`config.mk`:
```
export PLATFORM = sky130hd
export DESIGN_NAME = function_key_escape_decoder_flat
export DESIGN_NICKNAME = d
export VERILOG_FILES = /design/src/fked_pkg.sv /design/src/fked_rx_if.sv /design/src/fked_key_if.sv /design/src/fked_cfg_if.sv /design/src/function_key_escape_decoder.sv /design/src/flat_wrapper.sv
export SDC_FILE = /design/constraint.sdc
export NUM_CORES = 1
export LEC_CHECK = 0
export ABC_AREA = 1
export BUFFER_PORTS_ARGS = -buffer_cell sky130_fd_sc_hd__buf_2
export CORE_ASPECT_RATIO = 1.5
export CORE_UTILIZATION = 45
export CTS_BUF_LIST = sky130_fd_sc_hd__clkbuf_4 sky130_fd_sc_hd__clkbuf_8 sky130_fd_sc_hd__clkbuf_16
export DETAILED_ROUTE_END_ITERATION = 16
export PLACE_DENSITY = 0.64
export SLEW_MARGIN = 20
export SYNTH_ARGS = -nofsm -noshare
export SYNTH_HDL_FRONTEND = slang
export SYNTH_SLANG_ARGS = --single-unit
```
`constraint.sdc`:
```
create_clock -name clk_i -period 8.1 [get_ports clk_i]
set_input_delay 0.81 -clock clk_i [delete_from_list [all_inputs] [get_ports clk_i]]
set_output_delay 0.81 -clock clk_i [all_outputs]
set_load 0.005 [all_outputs]
```
`src/fked_pkg.sv`:
```
// package: types, constants and key tables of the function-key escape decoder
`timescale 1ns / 1ps
`default_nettype none

package fked_pkg;

  localparam int unsigned BYTE_W  = 8;
  localparam int unsigned CODE_W  = 9;
  localparam int unsigned MODE_W  = 2;
  localparam int unsigned HOLD_N  = 4;
  // console request, four held bytes and one more byte
  localparam int unsigned RES_MAX = 6;

  localparam logic [MODE_W-1:0] DIALECT_NONE    = 2'd0;
  localparam logic [MODE_W-1:0] DIALECT_TILDE   = 2'd1;
  localparam logic [MODE_W-1:0] DIALECT_BRACKET = 2'd2;

  localparam logic KIND_KEY     = 1'b0;
  localparam logic KIND_CONSOLE = 1'b1;

  localparam logic [BYTE_W-1:0] ESC_BYTE   = 8'h1b;
  localparam logic [BYTE_W-1:0] TILDE_BYTE = 8'h7e;
  localparam logic [BYTE_W-1:0] CR_BYTE    = 8'h0d;
  localparam logic [BYTE_W-1:0] LF_BYTE    = 8'h0a;
  localparam logic [CODE_W-1:0] KEY_BASE   = 9'h100;

  localparam logic [15:0] PFX_SS3  = 16'h4f1b;
  localparam logic [15:0] PFX_CSI  = 16'h5b1b;
  localparam logic [23:0] PFX_CSI1 = 24'h315b1b;
  localparam logic [23:0] PFX_CSI2 = 24'h325b1b;
  localparam logic [23:0] PFX_CSIO = 24'h4f5b1b;

  localparam logic [31:0] TILDE_SHORT [4] = '{
    32'h00504f1b, 32'h00514f1b, 32'h00524f1b, 32'h00534f1b
  };
  localparam logic [31:0] TILDE_LONG [8] = '{
    32'h35315b1b, 32'h37315b1b, 32'h38315b1b, 32'h39315b1b,
    32'h30325b1b, 32'h31325b1b, 32'h33325b1b, 32'h34325b1b
  };
  localparam logic [31:0] BRACKET_KEYS [12] = '{
    32'h504f5b1b, 32'h514f5b1b, 32'h524f5b1b, 32'h534f5b1b,
    32'h35315b1b, 32'h37315b1b, 32'h38315b1b, 32'h39315b1b,
    32'h38325b1b, 32'h39325b1b, 32'h33325b1b, 32'h34325b1b
  };

  typedef struct packed {
    logic              hit;
    logic [3:0]        idx;
  } match_t;

  typedef struct packed {
    logic              kind;
    logic [CODE_W-1:0] key_code;
  } res_t;

  function automatic match_t match_short(input logic [31:0] v);
    match_t m;
    m = '0;
    for (int i = 3; i >= 0; i--) begin
      if (TILDE_SHORT[i] == v) begin
        m.hit = 1'b1;
        m.idx = 4'(i);
      end
    end
    return m;
  endfunction

  function automatic match_t match_long(input logic [31:0] v);
    match_t m;
    m = '0;
    for (int i = 7; i >= 0; i--) begin
      if (TILDE_LONG[i] == v) begin
        m.hit = 1'b1;
        m.idx = 4'(i);
      end
    end
    return m;
  endfunction

  function automatic match_t match_bracket(input logic [31:0] v);
    match_t m;
    m = '0;
    for (int i = 11; i >= 0; i--) begin
      if (BRACKET_KEYS[i] == v) begin
        m.hit = 1'b1;
        m.idx = 4'(i);
      end
    end
    return m;
  endfunction

endpackage

`default_nettype wire

```
`src/fked_rx_if.sv`:
```
// interface: received byte channel
`timescale 1ns / 1ps
`default_nettype none

interface fked_rx_if;
  logic                          valid;
  logic                          ready;
  logic [fked_pkg::BYTE_W-1:0]   rx_byte;

  modport source (output valid, output rx_byte, input ready);
  modport sink (input valid, input rx_byte, output ready);
endinterface

`default_nettype wire

```
`src/fked_key_if.sv`:
```
// interface: decoded key result channel
`timescale 1ns / 1ps
`default_nettype none

interface fked_key_if;
  logic                          valid;
  logic                          ready;
  logic                          kind;
  logic [fked_pkg::CODE_W-1:0]   key_code;
  logic                          last;

  modport source (output valid, output kind, output key_code, output last, input ready);
  modport sink (input valid, input kind, input key_code, input last, output ready);
endinterface

`default_nettype wire

```
`src/fked_cfg_if.sv`:
```
// interface: dialect mode register write channel
`timescale 1ns / 1ps
`default_nettype none

interface fked_cfg_if;
  logic                          valid;
  logic                          ready;
  logic [fked_pkg::MODE_W-1:0]   dialect_mode;

  modport source (output valid, output dialect_mode, input ready);
  modport sink (input valid, input dialect_mode, output ready);
endinterface

`default_nettype wire

```
`src/function_key_escape_decoder.sv`:
```
// top level: escape-sequence function-key decoder with result buffer
// first result of a byte is offered in the cycle after the byte is taken
// throughput: one result beat per cycle while key_o is ready; the next byte is
//   taken in the cycle its last beat goes
// bytes that give no result are taken every cycle
// reset clears the dialect mode, held bytes, escape run and result count, not the result buffer entries
`timescale 1ns / 1ps
`default_nettype none

module function_key_escape_decoder (
  input  wire              clk_i,
  input  wire              rst_ni,
  fked_rx_if.sink          rx_i,
  fked_key_if.source       key_o,
  fked_cfg_if.sink         cfg_i
);
  import fked_pkg::*;

  logic [MODE_W-1:0] mode_q;
  logic [31:0]       pend_q, pend_d;
  logic [2:0]        pcnt_q, pcnt_d;
  logic [2:0]        run_q, run_d;
  logic [2:0]        rem_q, n_d;
  res_t              res_q [RES_MAX];
  res_t              res_d [RES_MAX];

  logic              acc_rx, pop;
  logic [BYTE_W-1:0] in_byte;
  logic              req;
  logic [31:0]       app_b, fbuf;
  logic [2:0]        app_c, fcnt;
  logic              xtra_vld;
  logic [CODE_W-1:0] xtra;
  match_t            m_old_long, m_short, m_long, m_brk;

  assign acc_rx      = rx_i.valid & rx_i.ready;
  assign pop         = key_o.valid & key_o.ready;
  assign rx_i.ready  = (rem_q == 3'd0) || ((rem_q == 3'd1) && key_o.ready);
  assign cfg_i.ready = 1'b1;

  assign key_o.valid    = (rem_q != 3'd0);
  assign key_o.kind     = res_q[0].kind;
  assign key_o.key_code = res_q[0].key_code;
  assign key_o.last     = (rem_q == 3'd1);

  // escape run counter and console request
  always_comb begin
    req   = 1'b0;
    run_d = run_q;
    if (rx_i.rx_byte == ESC_BYTE) begin
      if (run_q < 3'd4) begin
        run_d = run_q + 3'd1;
        req   = (run_q == 3'd2);
      end
    end else begin
      run_d = '0;
    end
  end

  // byte after dialect mapping, and the held buffer with it appended
  always_comb begin
    in_byte = rx_i.rx_byte;
    if ((mode_q == DIALECT_BRACKET) && (rx_i.rx_byte == CR_BYTE)) begin
      in_byte = LF_BYTE;
    end
    app_b      = pend_q | ({24'b0, in_byte} << {pcnt_q[1:0], 3'b000});
    app_c      = pcnt_q + 3'd1;
    m_old_long = match_long(pend_q);
    m_short    = match_short(app_b);
    m_long     = match_long(app_b);
    m_brk      = match_bracket(app_b);
  end

  // sequence matcher: decides what to flush, what to hold, which key to emit
  always_comb begin
    pend_d   = pend_q;
    pcnt_d   = pcnt_q;
    fbuf     = pend_q;
    fcnt     = '0;
    xtra_vld = 1'b0;
    xtra     = {1'b0, in_byte};
    unique case (mode_q)
      DIALECT_TILDE: begin
        if (in_byte == TILDE_BYTE) begin
          pend_d = '0;
          pcnt_d = '0;
          if ((pcnt_q == 3'd4) && m_old_long.hit) begin
            xtra_vld = 1'b1;
            xtra     = KEY_BASE + 9'd5 + {5'b0, m_old_long.idx};
          end else begin
            fcnt     = pcnt_q;
            xtra_vld = 1'b1;
          end
        end else if (pcnt_q >= 3'd4) begin
          pend_d   = '0;
          pcnt_d   = '0;
          fcnt     = pcnt_q;
          xtra_vld = 1'b1;
        end else begin
          pend_d = app_b;
          pcnt_d = app_c;
          fbuf   = app_b;
          priority if (app_b[7:0] != ESC_BYTE) begin
            fcnt = app_c;
          end else if (app_c <= 3'd1) begin
          end else if ((app_b[15:0] != PFX_SS3) && (app_b[15:0] != PFX_CSI)) begin
            fcnt = app_c;
          end else if (app_c <= 3'd2) begin
          end else if (m_short.hit) begin
            xtra_vld = 1'b1;
            xtra     = KEY_BASE + 9'd1 + {5'b0, m_short.idx};
            pend_d   = '0;
            pcnt_d   = '0;
          end else if ((app_b[23:0] != PFX_CSI1) && (app_b[23:0] != PFX_CSI2)) begin
            fcnt = app_c;
          end else if (app_c <= 3'd3) begin
          end else if (m_long.hit) begin
          end else begin
            fcnt = app_c;
          end
          if (fcnt != 3'd0) begin
            pend_d = '0;
            pcnt_d = '0;
          end
        end
      end
      DIALECT_BRACKET: begin
        if (pcnt_q >= 3'd4) begin
          pend_d   = '0;
          pcnt_d   = '0;
          fcnt     = pcnt_q;
          xtra_vld = 1'b1;
        end else begin
          pend_d = app_b;
          pcnt_d = app_c;
          fbuf   = app_b;
          priority if (app_b[7:0] != ESC_BYTE) begin
            fcnt = app_c;
          end else if (app_c <= 3'd1) begin
          end else if (app_b[15:0] != PFX_CSI) begin
            fcnt = app_c;
          end else if (app_c <= 3'd2) begin
          end else if ((app_b[23:0] != PFX_CSIO) && (app_b[23:0] != PFX_CSI1) &&
                       (app_b[23:0] != PFX_CSI2)) begin
            fcnt = app_c;
          end else if (app_c <= 3'd3) begin
          end else if (m_brk.hit) begin
            xtra_vld = 1'b1;
            xtra     = KEY_BASE + 9'd1 + {5'b0, m_brk.idx};
            pend_d   = '0;
            pcnt_d   = '0;
          end else begin
            fcnt = app_c;
          end
          if (fcnt != 3'd0) begin
            pend_d = '0;
            pcnt_d = '0;
          end
        end
      end
      default: begin
      end
    endcase
  end

  // result list: console request, flushed bytes, then the extra byte or key
  always_comb begin
    logic [2:0] j;
    j   = '0;
    n_d = {2'b0, req} + fcnt + {2'b0, xtra_vld};
    for (int s = 0; s < RES_MAX; s++) begin
      res_d[s] = '{kind: KIND_KEY, key_code: '0};
      if (req && (s == 0)) begin
        res_d[s].kind = KIND_CONSOLE;
      end else begin
        j = 3'(s) - {2'b0, req};
        for (int i = 0; i < HOLD_N; i++) begin
          if ((j == 3'(i)) && (3'(i) < fcnt)) begin
            res_d[s].key_code = {1'b0, fbuf[8*i +: 8]};
          end
        end
        if ((j == fcnt) && xtra_vld) begin
          res_d[s].key_code = xtra;
        end
      end
    end
  end

  always_ff @(posedge clk_i or negedge rst_ni) begin
    if (!rst_ni) begin
      mode_q <= DIALECT_NONE;
      pend_q <= '0;
      pcnt_q <= '0;
      run_q  <= '0;
      rem_q  <= '0;
    end else begin
      if (cfg_i.valid) begin
        mode_q <= cfg_i.dialect_mode;
      end
      if (acc_rx) begin
        pend_q <= pend_d;
        pcnt_q <= pcnt_d;
        run_q  <= run_d;
        rem_q  <= n_d;
      end else if (pop) begin
        rem_q <= rem_q - 3'd1;
      end
    end
  end

  // result buffer shifts down one entry per beat
  always_ff @(posedge clk_i) begin
    if (acc_rx) begin
      res_q <= res_d;
    end else if (pop) begin
      for (int i = 0; i < RES_MAX - 1; i++) begin
        res_q[i] <= res_q[i+1];
      end
    end
  end

  a_rem_range: assert property (@(posedge clk_i) disable iff (!rst_ni)
    rem_q <= 3'(RES_MAX))
    else $error("result count out of range");

  a_hold_range: assert property (@(posedge clk_i) disable iff (!rst_ni)
    pcnt_q <= 3'(HOLD_N))
    else $error("held byte count out of range");

  a_run_sat: assert property (@(posedge clk_i) disable iff (!rst_ni)
    run_q <= 3'd4)
    else $error("escape run past saturation");

  a_no_overrun: assert property (@(posedge clk_i) disable iff (!rst_ni)
    acc_rx |-> (rem_q == 3'd0) || (pop && (rem_q == 3'd1)))
    else $error("byte taken while results still pending");

  a_console_code: assert property (@(posedge clk_i) disable iff (!rst_ni)
    (key_o.valid && (key_o.kind == KIND_CONSOLE)) |-> (key_o.key_code == '0))
    else $error("console request with nonzero code");

endmodule

`default_nettype wire

```
`src/flat_wrapper.sv`:
```
// flat-port wrapper written by rule: the top's interface ports become plain ports
module function_key_escape_decoder_flat import fked_pkg::*;
  (clk_i, rst_ni, rx_i_valid, rx_i_rx_byte, rx_i_ready, key_o_valid, key_o_kind, key_o_key_code, key_o_last, key_o_ready, cfg_i_valid, cfg_i_dialect_mode, cfg_i_ready);
  fked_rx_if rx_i_i ();
  fked_key_if key_o_i ();
  fked_cfg_if cfg_i_i ();
  input  wire clk_i;
  input  wire rst_ni;
  input wire logic [$bits(rx_i_i.valid)-1:0] rx_i_valid;
  input wire logic [$bits(rx_i_i.rx_byte)-1:0] rx_i_rx_byte;
  output wire logic [$bits(rx_i_i.ready)-1:0] rx_i_ready;
  output wire logic [$bits(key_o_i.valid)-1:0] key_o_valid;
  output wire logic [$bits(key_o_i.kind)-1:0] key_o_kind;
  output wire logic [$bits(key_o_i.key_code)-1:0] key_o_key_code;
  output wire logic [$bits(key_o_i.last)-1:0] key_o_last;
  input wire logic [$bits(key_o_i.ready)-1:0] key_o_ready;
  input wire logic [$bits(cfg_i_i.valid)-1:0] cfg_i_valid;
  input wire logic [$bits(cfg_i_i.dialect_mode)-1:0] cfg_i_dialect_mode;
  output wire logic [$bits(cfg_i_i.ready)-1:0] cfg_i_ready;
  assign rx_i_i.valid = rx_i_valid;
  assign rx_i_i.rx_byte = rx_i_rx_byte;
  assign rx_i_ready = rx_i_i.ready;
  assign key_o_valid = key_o_i.valid;
  assign key_o_kind = key_o_i.kind;
  assign key_o_key_code = key_o_i.key_code;
  assign key_o_last = key_o_i.last;
  assign key_o_i.ready = key_o_ready;
  assign cfg_i_i.valid = cfg_i_valid;
  assign cfg_i_i.dialect_mode = cfg_i_dialect_mode;
  assign cfg_i_ready = cfg_i_i.ready;
  function_key_escape_decoder u_core (.clk_i(clk_i), .rst_ni(rst_ni), .rx_i(rx_i_i), .key_o(key_o_i), .cfg_i(cfg_i_i));
endmodule
```
==> out/summary.md, run 1 <==
For the number of sinks handled by clock tree synthesis, the log shows 98. The post-synthesis register bit count is 98. The final weighted congestion of routability-driven global placement is 1.009, and the effective utilization at floorplan is 0.4605. The first global-routing pass estimated 45260 um of wire. The internal power summed over all cells is 1.450 mW, and the portion of total power attributed to sequential cells is 0.320.

The setup path with the least slack is of type flip-flop to flip-flop. After filler insertion, the fill cell instance count of the layout stands at 1997. The biggest fanout along the worst timing path is 26, and the initial antenna violation count is 0.

For the part of the Yosys area used for sequential elements, the log shows 0.3181. The total routing resource utilization after global routing is 0.3050. The flow ran to the end, and the final reports show no timing, DRC or antenna violations. For this run, the top clock speed supported by timing is 188.8 MHz.

IR analysis of the VDD net gives a maximum drop of 0.1729 mV. The synthesized area per cell was 6.726 sq um. Setup repair after global routing left no endpoint under its margin. At the worst endpoint, the required time is 8.21 ns. The total congestion overflow after global routing is 0.

For this design, the CTS-stage hold fixing added 0 buffers. Registers take 2728 sq um. The routed layout has 8665 vias. In this run the core area contains 61 standard-cell rows. Yosys warning count: 0. Summed over all instances, the cell type with the most area after synthesis is sky130_fd_sc_hd__edfxtp_1. The net switching fraction of the power was 0.5018.

The family of cells with the greatest summed delay on the critical path is simple AND/OR/NAND/NOR gates. The H-tree generated during clock tree synthesis spans 3 levels. Gates resized during post-CTS repair numbered 0.

Area inside the core boundary: 18620 sq um. The clock period minus worst slack was 5.298 ns. The first-pass iteration count of the detailed router is 6.

For this design the static power due to leakage is 4.436 nW. For the number of global-route vias before repair, the log shows 8417. The detail-routed net length per standard cell is 19.03 um. The proportion of register bits with asynchronous set or reset after synthesis was 0.4388. The synthesized-area fraction occupied by and/or/nand/nor cells is 0.3850, and the delay of the slowest cell on the worst path is 0.88 ns. Across the run, the number of max-cap violations was 0. TritonCTS built the clock tree.

The max-slew headroom at the worst pin came out at 0.4296. The min-delay analysis places its worst path in the category flip-flop to flip-flop. Entering global routing, the biggest net connects 61 pins. Once detailed placement completed, the half-perimeter wirelength came to 21690 um. The XOR/XNOR share of the synthesized area works out to 0.004085.

After synthesis, the netlist uses 58 different library cells. Number of buffers inserted by port buffering: 27. The setup-violating endpoint count in the final report was 0. The tools report the type of element capturing the critical path as a flip-flop. After the last flow step, the layout net total stands at 1291.

From synthesis to final layout, the design area changed by 5.705%. The die is 114.7 um wide. The share of layout cells above drive strength 1 works out to 0.1046. The detail route stage leaves a number of antenna-violating nets equal to 0. For this design the top-level I/O count stands at 29. The slew at the pin closest to its max-slew limit was 0.8467 ns. Fraction of synthesized cell area taken by the top area cell type: 0.1926. The critical path goes through inv_2, nand3_1, nand2_1, nor3_1, nand4_4, nor2_4, o21ai_2, and2_4, nand2_1, nor2_1, nand3_1, o21ai_0, nand2_1, nand2_1, nand2_1, inv_1, ha_1, nand2_2, nor2_4, nand2_1, inv_2, a21oi_1, nand2_1, nand2_1. The mapped netlist covers 8576 sq um. The largest clock skew in the final design came out at 0.01141 ns. The instance area after placement was 8760 sq um; the final routed DRC violation total was 0. The run gives 1275 as the cell count after synthesis.

Cell with the most instances on the worst path: sky130_fd_sc_hd__nand2_1. Clock tree synthesis selected as its root buffer the cell sky130_fd_sc_hd__clkbuf_16. For this run, the leading register cell type out of synthesis is sky130_fd_sc_hd__edfxtp_1.

By area, the combinational part of the netlist is dominated by simple AND/OR/NAND/NOR gates. The tools report the area taken by multi-input logic gates as 4800 sq um. The synthesized design contains 55 enable-type register cells.

The tools report the switching power total as 1.461 mW. The count of endpoints failing hold in the final timing report is 0, and the buffers plus inverters on the worst setup path is 3. The post-route clock period utilization is 0.6540. Power share of the combinational group: 0.520.

The worst setup path is launched from a flip-flop. The repair_antennas step left the layout with diodes totalling 0. The run gives 0.160 as the clock network fraction of design power. Clock tree synthesis inserted a total of 9 buffers. The clock passes through at most 2 buffers.

The post-CTS repair timing setup buffer count came out at 0. STA puts the critical path data arrival time at 5.41 ns. After detailed routing, the number of vias per cell comes to 5.723.

The compound-cell area share of the yosys netlist works out to 0.1409. The final count of pins violating max slew came out at 0. Dividing total power by cell area gives a power density of 321.2 nW/um^2.

The floorplan step defined a die boundary enclosing 19620 sq um. The floorplan step set the die height to 171.1 um. After clock tree synthesis, the clock-pin slew on the worst setup and hold paths is 0.08 ns.

The multiplexer fraction of the synthesized cell area is 0. Adding up every negative setup slack in the final design gives 0 ns. In the post-synthesis netlist, the biggest area contributors are sky130_fd_sc_hd__edfxtp_1 19%, sky130_fd_sc_hd__nand2_1 14%, sky130_fd_sc_hd__dfrtp_1 13%. Once layout is done, the placed cells without fillers occupy 9065 sq um. The clock latency reported for the late side of the worst-skew pair was 0.36 ns. The aggregate routed wire length is 28800 um. For this block, the initial DRC count from the detailed router was 849.

The adder and majority cell fraction of the synthesized area is 0.02860. The cell with the largest stage delay on the worst path was sky130_fd_sc_hd__dfrtp_1. The number of nets in the synthesized netlist was 1309.
[routing by layer]
metal,part of all wire,track usage,vias to the layer above
li1,-,-,4184
met1,0.38,0.3458,3999
met2,0.50,0.5462,369
met3,0.060,0.03613,113
met4,0.062,0.1779,0
met5,0,0,-
[sequential cells by signal, summed over array words and instances (netlist names)]
register and flops:
u_core.key_o.key_code 9, u_core.key_o.kind 1, u_core.rem_q 3, u_core.run_q 3
u_core.res_q 45, u_core.pcnt_q 3, u_core.mode_q 2, u_core.pend_q 32
[final timing paths]
path / from / end / slack (ns) / cells after the start
worst max-delay path: u_core.pcnt_q[0] / u_core.res_q[21] / 2.80 / 24
worst min-delay path: u_core.res_q[7] / u_core.res_q[17] / 0.51 / 2
worst max register to register: u_core.pcnt_q[0] / u_core.res_q[21] / 2.80 / 24
worst min register to register: u_core.res_q[7] / u_core.res_q[17] / 0.51 / 2
max in group asynchronous: rst_ni / u_core.pend_q[23] / 7.13 / 2
min in group asynchronous: rst_ni / u_core.mode_q[1] / 0.52 / 2
[cells by family after synthesis]
kind of cell,after synthesis
buffers and inverters,251
and+or+nand+nor,690
adders and majority gates,19
DFF,98
AOI/OAI and AO/OA,212
xor gates and xnor gates,4
other,1
[synthesized netlist by cell type, types with 21 or more instances]
| library cell | number |
|---|---|
| sky130_fd_sc_hd__a21oi_1 | 51 |
| sky130_fd_sc_hd__clkbuf_1 | 24 |
| sky130_fd_sc_hd__dfrtp_1 | 43 |
| sky130_fd_sc_hd__edfxtp_1 | 55 |
| sky130_fd_sc_hd__inv_1 | 165 |
| sky130_fd_sc_hd__nand2_1 | 313 |
| sky130_fd_sc_hd__nand3_1 | 154 |
| sky130_fd_sc_hd__nand4_1 | 32 |
| sky130_fd_sc_hd__nor2_1 | 92 |
| sky130_fd_sc_hd__nor3_1 | 29 |
| sky130_fd_sc_hd__o21ai_0 | 94 |
| sky130_fd_sc_hd__o21ai_1 | 21 |
[power groups by stage]
stage	registers [mW]	logic (mW)	clock network, mW
floorplan	0.879	1.16	0
global placement	0.933	1.49	0
detailed placement	0.938	1.50	0
CTS	0.929	1.50	0.467
global route	0.952	1.69	0.481
finish	0.930	1.52	0.466
[worst reg2reg max path: stages (launching register included)]
cell,delay [ns]
sky130_fd_sc_hd__dfrtp_1,0.88
sky130_fd_sc_hd__inv_2,0.45
sky130_fd_sc_hd__nand3_1,0.26
sky130_fd_sc_hd__nand2_1,0.12
sky130_fd_sc_hd__nor3_1,0.64
sky130_fd_sc_hd__nand4_4,0.23
sky130_fd_sc_hd__nor2_4,0.18
sky130_fd_sc_hd__o21ai_2,0.08
sky130_fd_sc_hd__and2_4,0.18
sky130_fd_sc_hd__nand2_1,0.05
sky130_fd_sc_hd__nor2_1,0.06
sky130_fd_sc_hd__nand3_1,0.11
sky130_fd_sc_hd__o21ai_0,0.08
sky130_fd_sc_hd__nand2_1,0.12
sky130_fd_sc_hd__nand2_1,0.11
sky130_fd_sc_hd__nand2_1,0.17
sky130_fd_sc_hd__inv_1,0.08
sky130_fd_sc_hd__ha_1,0.33
sky130_fd_sc_hd__nand2_2,0.08
sky130_fd_sc_hd__nor2_4,0.11
sky130_fd_sc_hd__nand2_1,0.28
sky130_fd_sc_hd__inv_2,0.22
sky130_fd_sc_hd__a21oi_1,0.08
sky130_fd_sc_hd__nand2_1,0.09
sky130_fd_sc_hd__nand2_1,0.04
[layout by cell type (no fill, tap or decap), types with 3 or more instances in the layout]
| cell | netlist | routed |
|---|---|---|
| sky130_fd_sc_hd__a21oi_1 | 51 | 51 |
| sky130_fd_sc_hd__a221oi_1 | 11 | 11 |
| sky130_fd_sc_hd__a31oi_1 | 5 | 5 |
| sky130_fd_sc_hd__buf_2 | 19 | 27 |
| sky130_fd_sc_hd__buf_4 | 14 | 13 |
| sky130_fd_sc_hd__clkbuf_16 | 0 | 9 |
| sky130_fd_sc_hd__clkinv_1 | 5 | 5 |
| sky130_fd_sc_hd__dfrtp_1 | 43 | 43 |
| sky130_fd_sc_hd__edfxtp_1 | 55 | 55 |
| sky130_fd_sc_hd__ha_1 | 18 | 18 |
| sky130_fd_sc_hd__inv_1 | 165 | 164 |
| sky130_fd_sc_hd__inv_2 | 11 | 12 |
| sky130_fd_sc_hd__inv_6 | 0 | 3 |
| sky130_fd_sc_hd__nand2_1 | 313 | 312 |
| sky130_fd_sc_hd__nand2_2 | 16 | 17 |
| sky130_fd_sc_hd__nand2_4 | 10 | 10 |
| sky130_fd_sc_hd__nand3_1 | 154 | 154 |
| sky130_fd_sc_hd__nand3_2 | 6 | 6 |
| sky130_fd_sc_hd__nand3_4 | 3 | 3 |
| sky130_fd_sc_hd__nand4_1 | 32 | 32 |
| sky130_fd_sc_hd__nor2_1 | 92 | 91 |
| sky130_fd_sc_hd__nor2_2 | 3 | 4 |
| sky130_fd_sc_hd__nor2_4 | 7 | 7 |
| sky130_fd_sc_hd__nor3_1 | 29 | 29 |
| sky130_fd_sc_hd__nor4_1 | 8 | 8 |
| sky130_fd_sc_hd__o2111ai_1 | 3 | 3 |
| sky130_fd_sc_hd__o211ai_1 | 11 | 11 |
| sky130_fd_sc_hd__o21ai_0 | 94 | 94 |
| sky130_fd_sc_hd__o21ai_1 | 21 | 21 |
| sky130_fd_sc_hd__o21ai_2 | 3 | 3 |
| sky130_fd_sc_hd__o221ai_1 | 4 | 4 |
| sky130_fd_sc_hd__xnor2_1 | 3 | 3 |
[cell type report]
cell class,count,area share
inverter,182,0.07550
clock inverter,7,0.008834
sequential,98,0.3009
timing repair buffer,40,0.02567
clock buffer,9,0.02484
tap,252,0.03478
multi-input combinational,926,0.5295
[per-stage QoR]
stage	setup WS (ns)	std cells	hold slack, ns	power, mW	util
detailed placement	2.948	1498	0.5041	2.436	0.4704
global placement	2.967	1498	0.5007	2.426	0.4704
CTS	2.955	1514	0.5230	2.898	0.4868
floorplan	3.972	1275	0.4812	2.038	-
global route	2.495	1514	0.5278	3.123	0.4868
finish	2.802	1514	0.5132	2.911	0.4868
(Power assumes the default switching activity.)
==> run 2: changes to the inputs <==
- clock period: 8.1 -> 5.4 ns (I/O delays scaled with it)
==> out/summary.md, run 2 (synthesis results as in run 1) <==
The run finished with clean final reports. The pin count of the biggest net entering global routing came out at 55 (-9.8%). The capture instance of the worst register-to-register path is u_core.res_q[26]. The tools report the setup slack after placement as 0.4831 ns (-2.465 ns).

The run gives 0.7247 ns (-2.078 ns) as the final worst-path setup slack. The run gives 0.3121 (+0.007140) as the total routing resource utilization after global routing. The max-slew headroom at the worst pin was 0.3541 (-0.07543); the setup-violating endpoint count in the final report was 0 (unchanged). The post-route clock period utilization is 0.8658 (+0.2117), and the clock latency reported for the late side of the worst-skew pair is 0.37 ns (about the same). The standard-cell row count came out at 61 (unchanged). Setup repair after global routing left no endpoint under its margin.

The logs give 8793 (+1.5%) for the number of vias after detailed routing and 0 (unchanged) for the total congestion overflow after global routing. The power share of the combinational group is 0.530 (+0.010), and the count of endpoints failing hold in the final timing report is 0 (unchanged). The utilization after layout came out at 0.4887 (+0.001949). The count of pins on the block boundary is 29 (unchanged), and the biggest fanout along the worst timing path is 22 (-15%).

The run gives 944 (+11%) as the violation count after the first detailed-route iteration. The clock period minus worst slack is 4.675 ns (-0.6225 ns). The largest clock skew in the final design was 0.01659 ns (+0.005174 ns).

The total inserted antenna cells was 0 (unchanged). The number of global-route vias before repair was 8284 (-1.6%). The cts-stage hold buffer count was 0 (unchanged); the number of H-tree levels was 3 (unchanged). The clock root buffer master is sky130_fd_sc_hd__clkbuf_16. The width of the die is 114.7 um (unchanged), and the global-route wire length before repair is 46040 um (+1.7%).

The final routed DRC violation total was 0 (unchanged). TritonCTS built the clock tree. The full die area is 19620 sq um (unchanged).

The tools report the data required time at the worst endpoint as 5.52 ns (-2.69 ns). The type of element capturing the critical path is a flip-flop. In the layout the commonest cells are 312 x sky130_fd_sc_hd__nand2_1, 164 x sky130_fd_sc_hd__inv_1, 154 x sky130_fd_sc_hd__nand3_1. The post-detailed-route count of antenna-violating nets was 0 (unchanged). In this run the worst hold path is classified as input pin to async pin.

The worst register-to-register path begins at u_core.pcnt_q[1]. The number of buffers inserted by port buffering came out at 27 (unchanged). The endpoint arrival time on the critical path is 4.80 ns (-0.61 ns), and the share of layout cells above drive strength 1 is 0.1096 (+0.005026).

The worst reg-to-reg path cell count was 26 (+8.3%); the setup total negative slack was 0 ns (unchanged). The run gives 2.146 mW (+48%) as the internal power summed over all cells. The aggregate routed wire length is 29220 um (+1.4%), and the half-perimeter wire length of the detailed placement result is 22340 um (+3.0%).

The area growth from synthesis to layout is 6.128%. The effective utilization at floorplan is 0.4605 (unchanged), and the portion of total power attributed to sequential cells is 0.317 (-0.003). The tools report the element type at the critical path start as a flip-flop.

The first-pass iteration count of the detailed router came out at 8 (+2). The total power divided by cell area was 479.4 nW/um^2 (+49%). The register name with the most flops is u_core.res_q.

The tools report the maximum ir drop on the vdd rail as 0.1878 mV (+8.6%). For the max-cap violation count, the log shows 0 (unchanged). The number of nets in the final layout came out at 1297 (+0.46%). Class of the most critical setup path: flip-flop to flip-flop. The worst reg-to-reg setup slack was 0.72 ns (-2.08 ns). The switching power total was 2.217 mW (+52%); the ratio of routed vias to standard cells was 5.785 (+1.1%). The slew at the pin closest to its max-slew limit works out to 0.9624 ns (+0.1156 ns). The flip-flop count of the largest register after layout works out to 45 (unchanged). Final count of pins violating max slew: 0 (unchanged). The maximum clock path buffer count was 2 (unchanged); the area inside the core boundary was 18620 sq um (unchanged). The clock network fraction of design power is 0.153 (-0.007), and the net switching fraction of the power is 0.5082 (+0.006395). The tools report the static leakage as 4.458 nW (+0.50%). The initial antenna violation count came out at 0 (unchanged). The tools report the achievable clock frequency as 213.9 MHz (+13%).

The vertical die dimension came out at 171.1 um (unchanged). The number of sinks handled by clock tree synthesis is 98 (unchanged), and the detail-routed net length per standard cell is 19.22 um (+1.0%). Most frequent standard cell in the layout excluding fill and tap cells: sky130_fd_sc_hd__nand2_1.

The register clock-pin slew on the reported worst setup and hold paths was 0.08 ns (about the same); the number of buffers created by CTS was 9 (unchanged). The run gives 0.2404 ns (-0.2728 ns) as the worst hold margin. The final weighted congestion of routability-driven global placement was 0.9830 (-2.6%).
==> run 2: worst max path at each step <==
stage / startpoint / end / slack (ns) / cells past startpoint
2_1_floorplan: u_core.mode_q[0] / u_core.res_q[37] / 1.53 / 31
3_3_place_gp: u_core.pcnt_q[1] / u_core.res_q[20] / 0.51 / 27
3_5_place_dp: u_core.pcnt_q[1] / u_core.res_q[20] / 0.48 / 27
4_1_cts: u_core.pcnt_q[1] / u_core.res_q[26] / 0.48 / 27
5_1_grt: u_core.pcnt_q[1] / u_core.res_q[26] / 0.28 / 26
6_report: u_core.pcnt_q[1] / u_core.res_q[26] / 0.72 / 26
==> run 2: area by class of cell <==
cell class | instances | area (sq um)
fillers | 1999 | 9522
multi-input cells | 926 | 4800
flip-flops and latches | 98 | 2729
inverters | 182 | 684.4
well taps | 252 | 315.3
repair buffers | 46 | 277.8
clock buffers | 9 | 225.2
clock inverters | 7 | 70.07
==> run 2: repair_timing <==
item | in CTS | in global routing
buffers inserted | 0 | 0
endpoints found under the setup margin | 0 | 1
resized for setup | 0 | 1
==> run 2: metrics by stage <==
stage / total power [mW] / area (sq um) / std cells
after CTS: 4.333 / 9100 / 1520
after global placement: 3.660 / 8805 / 1504
final: 4.363 / 9101 / 1520
after global routing: 4.684 / 9101 / 1520
after floorplan: 3.057 / 8576 / 1275
after detailed placement: 3.665 / 8805 / 1504
==> run 2: power groups by stage <==
stage / logic, mW / clock network [mW] / registers [mW]
floorplan: 1.74 / 0 / 1.32
global placement: 2.27 / 0 / 1.39
detailed placement: 2.27 / 0 / 1.40
CTS: 2.28 / 0.672 / 1.38
global route: 2.57 / 0.696 / 1.42
finish: 2.31 / 0.666 / 1.38
==> run 2: metal layers <==
| metal | vias up | GRT usage | wire, um |
|---|---|---|---|
| met5 | - | 0 | 0 |
| met4 | 0 | 0.1863 | 1905 |
| met3 | 98 | 0.03755 | 1654 |
| met2 | 389 | 0.5460 | 14520 |
| met1 | 4102 | 0.3627 | 11140 |
| li1 | 4204 | - | - |
==> run 2: worst max-delay path, cell delays in order, from the launching register on <==
cell and delay, ns:
sky130_fd_sc_hd__dfrtp_2 0.57, sky130_fd_sc_hd__inv_2 0.39, sky130_fd_sc_hd__nand3_1 0.16, sky130_fd_sc_hd__nand2_1 0.16, sky130_fd_sc_hd__nand3_1 0.10, sky130_fd_sc_hd__nor3_1 0.18, sky130_fd_sc_hd__nand2_2 0.12, sky130_fd_sc_hd__nor2_8 0.19
sky130_fd_sc_hd__nand3_2 0.13, sky130_fd_sc_hd__nor3b_2 0.26, sky130_fd_sc_hd__nand2_1 0.18, sky130_fd_sc_hd__nand2_1 0.10, sky130_fd_sc_hd__nor2_1 0.06, sky130_fd_sc_hd__nand3_1 0.09, sky130_fd_sc_hd__o21ai_0 0.08, sky130_fd_sc_hd__nand2_1 0.09
sky130_fd_sc_hd__nand2_1 0.08, sky130_fd_sc_hd__nand2_1 0.16, sky130_fd_sc_hd__inv_1 0.06, sky130_fd_sc_hd__ha_1 0.32, sky130_fd_sc_hd__nand2_2 0.09, sky130_fd_sc_hd__nor2_4 0.12, sky130_fd_sc_hd__nand2_1 0.26, sky130_fd_sc_hd__inv_2 0.21
sky130_fd_sc_hd__a21oi_1 0.08, sky130_fd_sc_hd__nand2_1 0.10, sky130_fd_sc_hd__nand2_1 0.05
